$ cat config.mk
export PLATFORM = sky130hd
export DESIGN_NAME = extended_gcd_mod_inverse_top_flat
export DESIGN_NICKNAME = d
export VERILOG_FILES = /design/src/rtl/core/egcd_pkg.sv /design/src/rtl/core/egcd_in_if.sv /design/src/rtl/core/egcd_out_if.sv /design/src/rtl/core/extended_gcd_mod_inverse_top.sv /design/src/flat_wrapper.sv
export SDC_FILE = /design/constraint.sdc
export NUM_CORES = 1
export LEC_CHECK = 0
export ABC_AREA = 1
export ABC_CLOCK_PERIOD_IN_PS = 10400
export BUFFER_PORTS_ARGS = -buffer_cell sky130_fd_sc_hd__buf_2
export CAP_MARGIN = 20
export CORE_MARGIN = 3
export CORE_UTILIZATION = 63
export CTS_BUF_LIST = sky130_fd_sc_hd__clkbuf_4 sky130_fd_sc_hd__clkbuf_8
export DETAILED_ROUTE_END_ITERATION = 12
export PLACE_DENSITY = 0.84
export SLEW_MARGIN = 10
export SYNTH_ARGS = -nofsm -noshare
export SYNTH_HDL_FRONTEND = slang
export SYNTH_SLANG_ARGS = --single-unit
$ cat constraint.sdc
create_clock -name clk -period 10.4 [get_ports clk]
set_clock_uncertainty 0.2 [all_clocks]
set_input_delay 2.08 -clock clk [delete_from_list [all_inputs] [get_ports clk]]
set_output_delay 2.08 -clock clk [all_outputs]
set_load 0.1 [all_outputs]
$ cat src/rtl/core/egcd_pkg.sv
`timescale 1ns / 1ps
// ----------------------------------------------------------------------------
// egcd_pkg
// Shared widths and defaults for the extended gcd / modular inverse block.
// ----------------------------------------------------------------------------
package egcd_pkg;

    localparam int VALUE_W              = 31;
    localparam int GCD_W                = 31;
    localparam int COEF_W               = 32;
    localparam int OPERAND_BITS_DEFAULT = 31;

endpackage

$ cat src/rtl/core/egcd_in_if.sv
`timescale 1ns / 1ps
// ----------------------------------------------------------------------------
// egcd_in_if
// Operand channel: value and modulus with a valid/ready handshake.
// ----------------------------------------------------------------------------
interface egcd_in_if
    import egcd_pkg::*;
();
    logic               valid;
    logic               ready;
    logic [VALUE_W-1:0] value;
    logic [VALUE_W-1:0] modulus;

    modport source (output valid, output value, output modulus, input ready);
    modport sink   (input valid, input value, input modulus, output ready);
endinterface

$ cat src/rtl/core/egcd_out_if.sv
`timescale 1ns / 1ps
// ----------------------------------------------------------------------------
// egcd_out_if
// Result channel: gcd, Bezout coefficients and inverse with valid/ready.
// ----------------------------------------------------------------------------
interface egcd_out_if
    import egcd_pkg::*;
();
    logic                     valid;
    logic                     ready;
    logic [GCD_W-1:0]         gcd;
    logic signed [COEF_W-1:0] coef_value;
    logic signed [COEF_W-1:0] coef_modulus;
    logic [GCD_W-1:0]         inverse;
    logic                     inverse_exists;

    modport source (output valid, output gcd, output coef_value, output coef_modulus,
                    output inverse, output inverse_exists, input ready);
    modport sink   (input valid, input gcd, input coef_value, input coef_modulus,
                    input inverse, input inverse_exists, output ready);
endinterface

$ cat src/rtl/core/extended_gcd_mod_inverse_top.sv
// From the accepting edge, each quotient step doubles the divisor in ST_ALIGN, then
// subtracts and halves it in ST_REDUCE in the single shift-and-subtract unit, and
// ST_FINISH writes the result register once the last quotient step is done.
// Only one item is worked on at a time: a new item is taken only back in ST_IDLE.
// The result register lets a new item be taken while the previous result waits.
// Reset (rst_n, asynchronous, active low) empties the result register and idles.
`timescale 1ns / 1ps
// ----------------------------------------------------------------------------
// extended_gcd_mod_inverse_top
// Extended Euclidean algorithm with modular inverse, using one shared
// shift-and-subtract unit under a small sequencer.
// ----------------------------------------------------------------------------
module extended_gcd_mod_inverse_top
    import egcd_pkg::*;
#(
    parameter int OPERAND_BITS = OPERAND_BITS_DEFAULT
) (
    input logic        clk,
    input logic        rst_n,
    egcd_in_if.sink    operands,
    egcd_out_if.source results
);

    localparam int W  = (OPERAND_BITS < VALUE_W) ? OPERAND_BITS : VALUE_W;
    localparam int CW = W + 2;
    localparam int KW = $clog2(W);

    localparam logic [1:0] ST_IDLE   = 2'd0;
    localparam logic [1:0] ST_ALIGN  = 2'd1;
    localparam logic [1:0] ST_REDUCE = 2'd2;
    localparam logic [1:0] ST_FINISH = 2'd3;

    localparam logic signed [CW-1:0] COEF_ZERO = '0;
    localparam logic signed [CW-1:0] COEF_ONE  = CW'(1);

    logic [1:0]           state_reg, state_next;
    logic [W-1:0]         rem_reg, rem_next;
    logic [W-1:0]         r1_reg, r1_next;
    logic [W-1:0]         d_reg, d_next;
    logic [W-1:0]         mod_reg, mod_next;
    logic [KW-1:0]        k_reg, k_next;
    logic signed [CW-1:0] s0_reg, s0_next;
    logic signed [CW-1:0] s1_reg, s1_next;
    logic signed [CW-1:0] ds_reg, ds_next;
    logic signed [CW-1:0] t0_reg, t0_next;
    logic signed [CW-1:0] t1_reg, t1_next;
    logic signed [CW-1:0] dt_reg, dt_next;

    logic                     out_valid_reg, out_valid_next;
    logic [GCD_W-1:0]         gcd_reg, gcd_next;
    logic signed [COEF_W-1:0] coef_value_reg, coef_value_next;
    logic signed [COEF_W-1:0] coef_modulus_reg, coef_modulus_next;
    logic [GCD_W-1:0]         inverse_reg, inverse_next;
    logic                     exists_reg, exists_next;

    logic                 accept;
    logic                 can_shift;
    logic                 fits;
    logic [W-1:0]         rem_sub;
    logic signed [CW-1:0] s_sub;
    logic signed [CW-1:0] t_sub;
    logic signed [CW-1:0] inv_sum;
    logic signed [CW-1:0] inv_val;
    logic                 exists;

    assign accept = operands.valid && operands.ready;

    // The shared unit: a doubling test for alignment and a conditional subtract
    // of the aligned divisor, applied to the remainder and both coefficients.
    assign can_shift = !d_reg[W-1] && ({d_reg, 1'b0} <= {1'b0, rem_reg});
    assign fits      = d_reg <= rem_reg;
    assign rem_sub   = fits ? rem_reg - d_reg : rem_reg;
    assign s_sub     = fits ? s0_reg - ds_reg : s0_reg;
    assign t_sub     = fits ? t0_reg - dt_reg : t0_reg;

    // With gcd one the coefficient lies strictly inside (-m, m), so a single
    // add of the modulus normalises it.
    assign inv_sum = s0_reg + $signed({2'b00, mod_reg});
    assign inv_val = s0_reg[CW-1] ? inv_sum : s0_reg;
    assign exists  = (rem_reg == W'(1)) && (mod_reg != '0);

    always_comb
    begin
        state_next        = state_reg;
        rem_next          = rem_reg;
        r1_next           = r1_reg;
        d_next            = d_reg;
        mod_next          = mod_reg;
        k_next            = k_reg;
        s0_next           = s0_reg;
        s1_next           = s1_reg;
        ds_next           = ds_reg;
        t0_next           = t0_reg;
        t1_next           = t1_reg;
        dt_next           = dt_reg;
        out_valid_next    = out_valid_reg && !results.ready;
        gcd_next          = gcd_reg;
        coef_value_next   = coef_value_reg;
        coef_modulus_next = coef_modulus_reg;
        inverse_next      = inverse_reg;
        exists_next       = exists_reg;

        case (state_reg)
            ST_IDLE:
            begin
                if (accept)
                begin
                    rem_next = operands.value[W-1:0];
                    r1_next  = operands.modulus[W-1:0];
                    d_next   = operands.modulus[W-1:0];
                    mod_next = operands.modulus[W-1:0];
                    k_next   = '0;
                    s0_next  = COEF_ONE;
                    s1_next  = COEF_ZERO;
                    ds_next  = COEF_ZERO;
                    t0_next  = COEF_ZERO;
                    t1_next  = COEF_ONE;
                    dt_next  = COEF_ONE;
                    state_next = (operands.modulus[W-1:0] == '0) ? ST_FINISH : ST_ALIGN;
                end
            end
            ST_ALIGN:
            begin
                if (can_shift)
                begin
                    d_next  = {d_reg[W-2:0], 1'b0};
                    ds_next = ds_reg <<< 1;
                    dt_next = dt_reg <<< 1;
                    k_next  = k_reg + KW'(1);
                end
                else
                begin
                    state_next = ST_REDUCE;
                end
            end
            ST_REDUCE:
            begin
                if (k_reg == '0)
                begin
                    // Quotient complete: rotate the remainder and coefficient pairs.
                    rem_next = r1_reg;
                    r1_next  = rem_sub;
                    d_next   = rem_sub;
                    s0_next  = s1_reg;
                    s1_next  = s_sub;
                    ds_next  = s_sub;
                    t0_next  = t1_reg;
                    t1_next  = t_sub;
                    dt_next  = t_sub;
                    state_next = (rem_sub == '0) ? ST_FINISH : ST_ALIGN;
                end
                else
                begin
                    rem_next = rem_sub;
                    s0_next  = s_sub;
                    t0_next  = t_sub;
                    d_next   = d_reg >> 1;
                    ds_next  = ds_reg >>> 1;
                    dt_next  = dt_reg >>> 1;
                    k_next   = k_reg - KW'(1);
                end
            end
            ST_FINISH:
            begin
                if (!out_valid_reg || results.ready)
                begin
                    out_valid_next    = 1'b1;
                    gcd_next          = GCD_W'(rem_reg);
                    coef_value_next   = COEF_W'(s0_reg);
                    coef_modulus_next = COEF_W'(t0_reg);
                    inverse_next      = exists ? GCD_W'(inv_val[W-1:0]) : '0;
                    exists_next       = exists;
                    state_next        = ST_IDLE;
                end
            end
            default:
            begin
                state_next = ST_IDLE;
            end
        endcase
    end

    always_ff @(posedge clk or negedge rst_n)
    begin
        if (!rst_n)
        begin
            state_reg     <= ST_IDLE;
            out_valid_reg <= 1'b0;
            k_reg         <= '0;
        end
        else
        begin
            state_reg     <= state_next;
            out_valid_reg <= out_valid_next;
            k_reg         <= k_next;
        end
    end

    always_ff @(posedge clk)
    begin
        rem_reg          <= rem_next;
        r1_reg           <= r1_next;
        d_reg            <= d_next;
        mod_reg          <= mod_next;
        s0_reg           <= s0_next;
        s1_reg           <= s1_next;
        ds_reg           <= ds_next;
        t0_reg           <= t0_next;
        t1_reg           <= t1_next;
        dt_reg           <= dt_next;
        gcd_reg          <= gcd_next;
        coef_value_reg   <= coef_value_next;
        coef_modulus_reg <= coef_modulus_next;
        inverse_reg      <= inverse_next;
        exists_reg       <= exists_next;
    end

    assign operands.ready         = (state_reg == ST_IDLE);
    assign results.valid          = out_valid_reg;
    assign results.gcd            = gcd_reg;
    assign results.coef_value     = coef_value_reg;
    assign results.coef_modulus   = coef_modulus_reg;
    assign results.inverse        = inverse_reg;
    assign results.inverse_exists = exists_reg;

    // A new result appears only as the sequencer leaves its finishing state.
    a_result_from_finish: assert property (@(posedge clk) disable iff (!rst_n)
        $rose(out_valid_reg) |-> $past(state_reg == ST_FINISH))
        else $error("result became valid outside the finishing state");

    // While reducing, the remainder always stays below twice the aligned divisor.
    a_reduce_bound: assert property (@(posedge clk) disable iff (!rst_n)
        state_reg == ST_REDUCE |-> {1'b0, rem_reg} < {d_reg, 1'b0})
        else $error("remainder escaped the aligned divisor bound");

    // An accepted item always starts the sequencer.
    a_accept_starts: assert property (@(posedge clk) disable iff (!rst_n)
        accept |=> state_reg == ST_ALIGN || state_reg == ST_FINISH)
        else $error("accepted item did not start the sequencer");

    // An inverse is only flagged alongside a gcd of one.
    a_exists_gcd_one: assert property (@(posedge clk) disable iff (!rst_n)
        out_valid_reg && exists_reg |-> gcd_reg == GCD_W'(1))
        else $error("inverse flagged with a gcd other than one");

endmodule

$ cat src/flat_wrapper.sv
// flat-port wrapper written by rule: the top's interface ports become plain ports
module extended_gcd_mod_inverse_top_flat import egcd_pkg::*;
#(
    parameter int OPERAND_BITS = OPERAND_BITS_DEFAULT
)
  (clk, rst_n, operands_valid, operands_value, operands_modulus, operands_ready, results_valid, results_gcd, results_coef_value, results_coef_modulus, results_inverse, results_inverse_exists, results_ready);
  egcd_in_if operands_i ();
  egcd_out_if results_i ();
  input logic clk;
  input logic rst_n;
  input wire logic [$bits(operands_i.valid)-1:0] operands_valid;
  input wire logic [$bits(operands_i.value)-1:0] operands_value;
  input wire logic [$bits(operands_i.modulus)-1:0] operands_modulus;
  output wire logic [$bits(operands_i.ready)-1:0] operands_ready;
  output wire logic [$bits(results_i.valid)-1:0] results_valid;
  output wire logic [$bits(results_i.gcd)-1:0] results_gcd;
  output wire logic [$bits(results_i.coef_value)-1:0] results_coef_value;
  output wire logic [$bits(results_i.coef_modulus)-1:0] results_coef_modulus;
  output wire logic [$bits(results_i.inverse)-1:0] results_inverse;
  output wire logic [$bits(results_i.inverse_exists)-1:0] results_inverse_exists;
  input wire logic [$bits(results_i.ready)-1:0] results_ready;
  assign operands_i.valid = operands_valid;
  assign operands_i.value = operands_value;
  assign operands_i.modulus = operands_modulus;
  assign operands_ready = operands_i.ready;
  assign results_valid = results_i.valid;
  assign results_gcd = results_i.gcd;
  assign results_coef_value = results_i.coef_value;
  assign results_coef_modulus = results_i.coef_modulus;
  assign results_inverse = results_i.inverse;
  assign results_inverse_exists = results_i.inverse_exists;
  assign results_i.ready = results_ready;
  extended_gcd_mod_inverse_top #(.OPERAND_BITS(OPERAND_BITS)) u_core (.clk(clk), .rst_n(rst_n), .operands(operands_i), .results(results_i));
endmodule
==> results of run 1 <==
## placed cells by master (no fill, tap or decap), types with 21 or more instances in the layout
| cell | n |
|---|---|
| edfxtp_1 | 449 |
| ha_1 | 161 |
| a21oi_1 | 203 |
| nand4_1 | 30 |
| o22ai_1 | 61 |
| o211ai_1 | 24 |
| buf_2 | 194 |
| xnor2_1 | 31 |
| nand2_1 | 784 |
| o21a_1 | 62 |
| nor4_1 | 24 |
| nor2_1 | 312 |
| xor2_1 | 48 |
| nand3_1 | 135 |
| inv_1 | 416 |
| or2_2 | 21 |
| a32oi_1 | 25 |
| o21ai_0 | 250 |
| clkbuf_8 | 78 |
| nor3_1 | 26 |
## worst max-delay path, cell delays in order (launching register included)
cell and delay, ns:
edfxtp_1 0.51, ha_1 0.41, nand2_1 0.10, inv_1 0.08, nand2_1 0.13, nor3_1 0.24
nand4_2 0.15, nand3_4 0.31, buf_4 0.54, buf_4 0.76, nand3_1 0.20, nand2_1 0.15
nand2_1 0.06, nor2_1 0.09, nand2_1 0.11, nor2_1 0.11, nand2_1 0.07, nand2_1 0.06
nand2_1 0.09, a21oi_2 0.11
## routing by layer
metal	wire, µm	global-route usage [%]	up-vias	part of all wire [%]
met2	41600	59.1	1513	46
met5	8	0	-	0.0089
met3	9430	8.17	249	10
met4	4290	18.0	2	4.8
met1	34500	47.4	11878	38
li1	-	-	11836	-
## metrics by stage
| step | hold slack (ns) | setup WS (ns) | cell area (µm²) |
|---|---|---|---|
| after floorplan | 0.226 | 1.31 | 28600 |
| after global placement | 0.234 | 5.41 | 30000 |
| after detailed placement | 0.259 | 5.28 | 30000 |
| after CTS | 0.263 | 5.88 | 31400 |
| after global routing | 0.280 | 5.45 | 31400 |
| final | 0.273 | 5.76 | 31400 |
## final timing paths
kind	from	cells after the start	endpoint
setup / recovery	u_core.rem_reg[7]$_DFFE_PP_	19	u_core.state_reg[1]$_DFFE_PN0P_
hold / removal	u_core.rem_reg[0]$_DFFE_PP_	0	u_core.results.gcd[0]$_DFFE_PP_
setup reg to reg	u_core.rem_reg[7]$_DFFE_PP_	19	u_core.state_reg[1]$_DFFE_PN0P_
hold reg to reg	u_core.rem_reg[0]$_DFFE_PP_	0	u_core.results.gcd[0]$_DFFE_PP_
max in group asynchronous	rst_n	1	u_core.k_reg[2]$_DFFE_PN0P_
min in group asynchronous	rst_n	1	u_core.state_reg[1]$_DFFE_PN0P_
## final cells by class
class / count / area (µm²) / share of cell area, %
diodes: 6 / 15.0 / 0.0478
clock buffers: 96 / 1210 / 3.84
inverters: 433 / 1630 / 5.18
repair buffers: 217 / 1190 / 3.78
flip-flops and latches: 457 / 13700 / 43.5
clock inverters: 32 / 174 / 0.553
multi-input cells: 2348 / 12800 / 40.7
well taps: 592 / 741 / 2.36
## synth_stat cells, types with 20 or more instances
cell type	n
o211ai_1	24
a21oi_1	204
nand2_1	785
nand3_1	135
xnor2_1	31
nor4_1	24
o22ai_1	61
or2_2	21
a31oi_1	20
inv_1	417
edfxtp_1	449
nor3_1	26
o21a_1	62
ha_1	163
nor2_1	315
nand4_1	30
clkbuf_1	91
xor2_1	48
a32oi_1	25
o21ai_0	250
## kinds of logic (layout without fill, tap and decap cells)
group                    Yosys count  count (layout)
flip-flops                       457             457
other                              0               6
multiplexers                       1               1
AO/OA/AOI/OAI                    719             719
buffers and inverters            545             778
AND/OR/NAND/NOR                 1381            1381
XOR/XNOR                          79              79
adder cells (fa/ha/maj)          168             168
==> impl_metrics.tcl, run 1 <==
set metrics [dict create \
    status "complete, no violations" \
    relSlewSlack_pct 28.5 \
    synth-adder-area-share_pct 7.49 \
    cts.path.max_buffers 3 \
    grt_pass1_wl_mm 135 \
    htreeDepth 3 \
    path_max_fanout 86 \
    fin_nets 3766 \
    final_antenna_net_count 0 \
    syn-instance-count 3350 \
    cts_tree "built" \
    synth_seq_cells 457 \
    tns_ns 0 \
    dr.pass1.iters 6 \
    area_growth_syn_to_layout_pct 10.1 \
    max_freq_mhz 216 \
    synth_simple_gate_area_share_pct 20.1 \
    vias 25478 \
    synth-seq-area-share_pct 47.9 \
    core_um2 44500 \
    finalHoldViolCount 0 \
    die_h_um 219 \
    hold_path_class "reg -> reg" \
    cp-start-kind "register" \
    maxCapViolCount 0 \
    dp_hpwl_mm 65.7 \
    overflow 0 \
    ctsResizeCount 0 \
    synth_cell_types 61 \
    synth-compound-area-share_pct 14.6 \
    synth_xor_area_share_pct 2.42 \
    rsz0062_at_grt "false" \
    rows 77 \
    cts_buffers 75 \
    criticalPathCategory "reg -> reg" \
    worstPathArrival_ns 5.03 \
    syn_nets 3584 \
    floorplan.initialDensity_pct 64.2 \
    cts-root-buf "clkbuf_8" \
    final_util_pct 70.6 \
    clk_latency_ns 0.68 \
    stdcell_count 4181 \
    cts.hold.buffers_added 0 \
    setup_viol 0 \
    tightest_slew_ns 1.07 \
    reg2reg_slack_ns 5.76 \
    cts_setup_buffers 0 \
    grt_usage_pct 36.8 \
    cp.required_ns 10.79 \
    viasPerCell 6.09 \
    synth_area_leader_cell "edfxtp_1" \
    clk_pin_slew_ns 0.07 \
    wl_per_cell_um 21.5 \
    synth.top_cells.by_area "edfxtp_1 (47%), nand2_1 (10%), ha_1 (7.1%), inv_1 (5.5%), o21ai_0 (4.4%)" \
    numPortBuffers 194 \
    design.die.area_um2 47900 \
    drive_above_1_share_pct 11.4 \
    die_w_um 219 \
    yosysWarnings 0 \
    syn_area_per_cell_um2 8.53 \
    synth-async-reset-ratio_pct 1.75 \
    place_inst 4046 \
    drtIter0Drc 2968 \
    route.detailed.drc 0 \
    synthMuxAreaShare_pct 0.0350 \
    fill_cells 3491 \
    end_kind "register" \
    first_global_vias 24431 \
    io_pins 195 \
    grt_antenna_before_repair 5 \
    routed_wl_mm 89.8 \
    synth.cell_area_um2 28600 \
    slew_viol_final 0 \
    synth_top_family_by_area "simple AND/OR/NAND/NOR gates" \
    synth-edff-count 449 \
    yosys.area.top_type_share_pct 47.2 \
    gp_congestion 1.01 \
    synth_ff_type "edfxtp_1" \
    grt_max_degree 91 \
    fin_crit_ns 4.64 \
    clock-sinks 457 \
    min_period_over_period_pct 44.6 \
]
Power of run 1 is not shown: default switching activity piles up to over one toggle a cycle in this logic, so the estimate is an artifact.
==> inputs of run 2 (changes only) <==
--- a/config.mk
+++ b/config.mk
@@ -6,14 +6,14 @@
 export NUM_CORES = 1
 export LEC_CHECK = 0
 export ABC_AREA = 1
-export ABC_CLOCK_PERIOD_IN_PS = 10400
+export ABC_CLOCK_PERIOD_IN_PS = 4000
 export BUFFER_PORTS_ARGS = -buffer_cell sky130_fd_sc_hd__buf_2
 export CAP_MARGIN = 20
 export CORE_MARGIN = 3
-export CORE_UTILIZATION = 63
+export CORE_UTILIZATION = 57
 export CTS_BUF_LIST = sky130_fd_sc_hd__clkbuf_4 sky130_fd_sc_hd__clkbuf_8
 export DETAILED_ROUTE_END_ITERATION = 12
-export PLACE_DENSITY = 0.84
+export PLACE_DENSITY = 0.8
 export SLEW_MARGIN = 10
 export SYNTH_ARGS = -nofsm -noshare
 export SYNTH_HDL_FRONTEND = slang
==> constraint.sdc (replaced) <==
create_clock -name clk -period 4 [get_ports clk]
set_clock_uncertainty 0.2 [all_clocks]
set_input_delay 0.8 -clock clk [delete_from_list [all_inputs] [get_ports clk]]
set_output_delay 0.8 -clock clk [all_outputs]
set_load 0.1 [all_outputs]
==> run 2 against run 1 <==
- clock-buffer cell count grew 11
- critical path type unchanged
- worst hold slack got worse by 0.12 ns
- critical path depth is 6 lower
==> impl_metrics.tcl, run 2 (synthesized netlist as in run 1, its figures left out) <==
set metrics [dict create \
    min_period_over_period_pct 95.3 \
    vias 24895 \
    tightest_slew_ns 0.915 \
    grt_antenna_before_repair 4 \
    final_antenna_net_count 0 \
    grt_max_degree 137 \
    dr.pass1.iters 6 \
    end_kind "register" \
    fill_cells 4224 \
    fin_crit_ns 3.81 \
    cts-root-buf "clkbuf_8" \
    cts_buffers 76 \
    cts.path.max_buffers 3 \
    clk_latency_ns 0.67 \
    floorplan.initialDensity_pct 58.0 \
    finalHoldViolCount 0 \
    die_h_um 230 \
    final_common_cell "nand2_1" \
    grt_pass1_wl_mm 130 \
    ff_latch_area_um2 13700 \
    viasPerCell 5.82 \
    htreeDepth 3 \
    fin_nets 3790 \
    design.die.area_um2 52800 \
    cp.required_ns 4.07 \
    first_global_vias 23286 \
    routed-wl-met2_mm 37.8 \
    route.detailed.drc 0 \
    pre_cts_ws_ns -0.0832 \
    status "complete, no violations" \
    mostFrequentLayoutCells "nand2_1 (784), edfxtp_1 (449), inv_1 (415)" \
    max_freq_mhz 262 \
    setup_viol 0 \
    routed_wl_mm 84.6 \
    rsz0062_at_grt "false" \
    cts_tree "built" \
    path_max_fanout 32 \
    routed.top_layer "met5" \
    gp_congestion 0.999 \
    grt_usage_pct 31.3 \
    hold_path_class "in -> reg" \
    cts_setup_buffers 0 \
    setup_ws_ns 0.187 \
    wl_per_cell_um 19.8 \
    area_growth_syn_to_layout_pct 12.1 \
    met1_length_mm 35.2 \
    drtIter0Drc 2718 \
    clock-sinks 457 \
    maxCapViolCount 0 \
    core_um2 49300 \
    numPortBuffers 194 \
    overflow 0 \
    dp_hpwl_mm 61.1 \
    clk_pin_slew_ns 0.06 \
    multiInputGateArea_um2 12800 \
    rows 81 \
    drive_above_1_share_pct 12.3 \
    die_w_um 230 \
    criticalPathCategory "reg -> reg" \
    wl_met3_mm 8.57 \
    relSlewSlack_pct 39.0 \
    cp-start-kind "register" \
    slew_viol_final 0 \
    worstPathArrival_ns 3.89 \
    io_pins 195 \
]
==> run 2: changes by cell type in the layout (fill, tap and decap cells not counted), sizes merged <==
cell | before | now
inv | 430 | 431
buf | 217 | 239
dlygate4sd3 | 0 | 1
diode | 6 | 2
clkbuf | 96 | 107
bufinv | 0 | 7
clkinvlp | 5 | 3
clkinv | 30 | 19
==> run 2: worst paths after layout <==
| path | from | to | slack (ns) | cells after the start |
|---|---|---|---|---|
| setup / recovery | u_core.rem_reg[30]$_DFFE_PP_ | u_core.d_reg[22]$_DFFE_PP_ | 0.19 | 13 |
| hold / removal | operands_modulus[9] | u_core.mod_reg[9]$_DFFE_PP_ | 0.15 | 1 |
| setup reg to reg | u_core.rem_reg[30]$_DFFE_PP_ | u_core.d_reg[22]$_DFFE_PP_ | 0.19 | 13 |
| hold reg to reg | u_core.rem_reg[0]$_DFFE_PP_ | u_core.results.gcd[0]$_DFFE_PP_ | 0.25 | 0 |
| max in group asynchronous | rst_n | u_core.state_reg[1]$_DFFE_PN0P_ | 2.99 | 2 |
| min in group asynchronous | rst_n | u_core.k_reg[1]$_DFFE_PN0P_ | 0.39 | 2 |
==> run 2: repair_timing <==
| item | 4_1_cts | 5_1_grt |
|---|---|---|
| hold buffers | 1 | 0 |
| gates resized for setup | 1 | 0 |
| setup endpoints to repair | 90 | 0 |
| hold endpoints to repair | 8 | 0 |
==> run 2: area by class of cell <==
class	count	area share, %
clock buffers	107	4.13
inverters	433	5.10
multi-input cells	2348	40.0
well taps	664	2.59
clock inverters	27	0.996
diodes	2	0.0156
repair buffers	240	4.43
flip-flops and latches	457	42.7
==> run 2: routing by layer <==
metal | GRT usage (%) | vias up
li1 | - | 11849
met1 | 43.2 | 11624
met2 | 48.6 | 1238
met3 | 6.79 | 182
met4 | 12.5 | 2
met5 | 0 | -
==> run 2: stage by stage <==
step / hold slack (ns) / std cells / setup TNS, ns / area [µm²] / util (%)
5_1_grt: 0.141 / 4277 / 0 / 32000 / 65.0
6_report: 0.152 / 4278 / 0 / 32000 / 65.0
3_5_place_dp: 0.245 / 4141 / -3.02 / 30400 / 61.6
3_3_place_gp: 0.228 / 4141 / -5.51 / 30400 / 61.6
4_1_cts: 0.113 / 4276 / 0 / 32000 / 65.0
2_1_floorplan: 0.226 / 3350 / -138.98 / 28600 / -
==> run 2: critical path, cell delays in order, from the launching register on <==
cell and delay, ns:
edfxtp_1 0.48, inv_1 0.17, ha_1 0.30, nand2_1 0.07, nor2_1 0.22, nand4_1 0.29, nor4_2 0.56, nand3_1 0.23
nand3_1 0.15, nand2_1 0.06, inv_1 0.07, nand2_1 0.09, clkinvlp_4 0.11, buf_4 0.42
Power of run 2 is left out for the same reason.
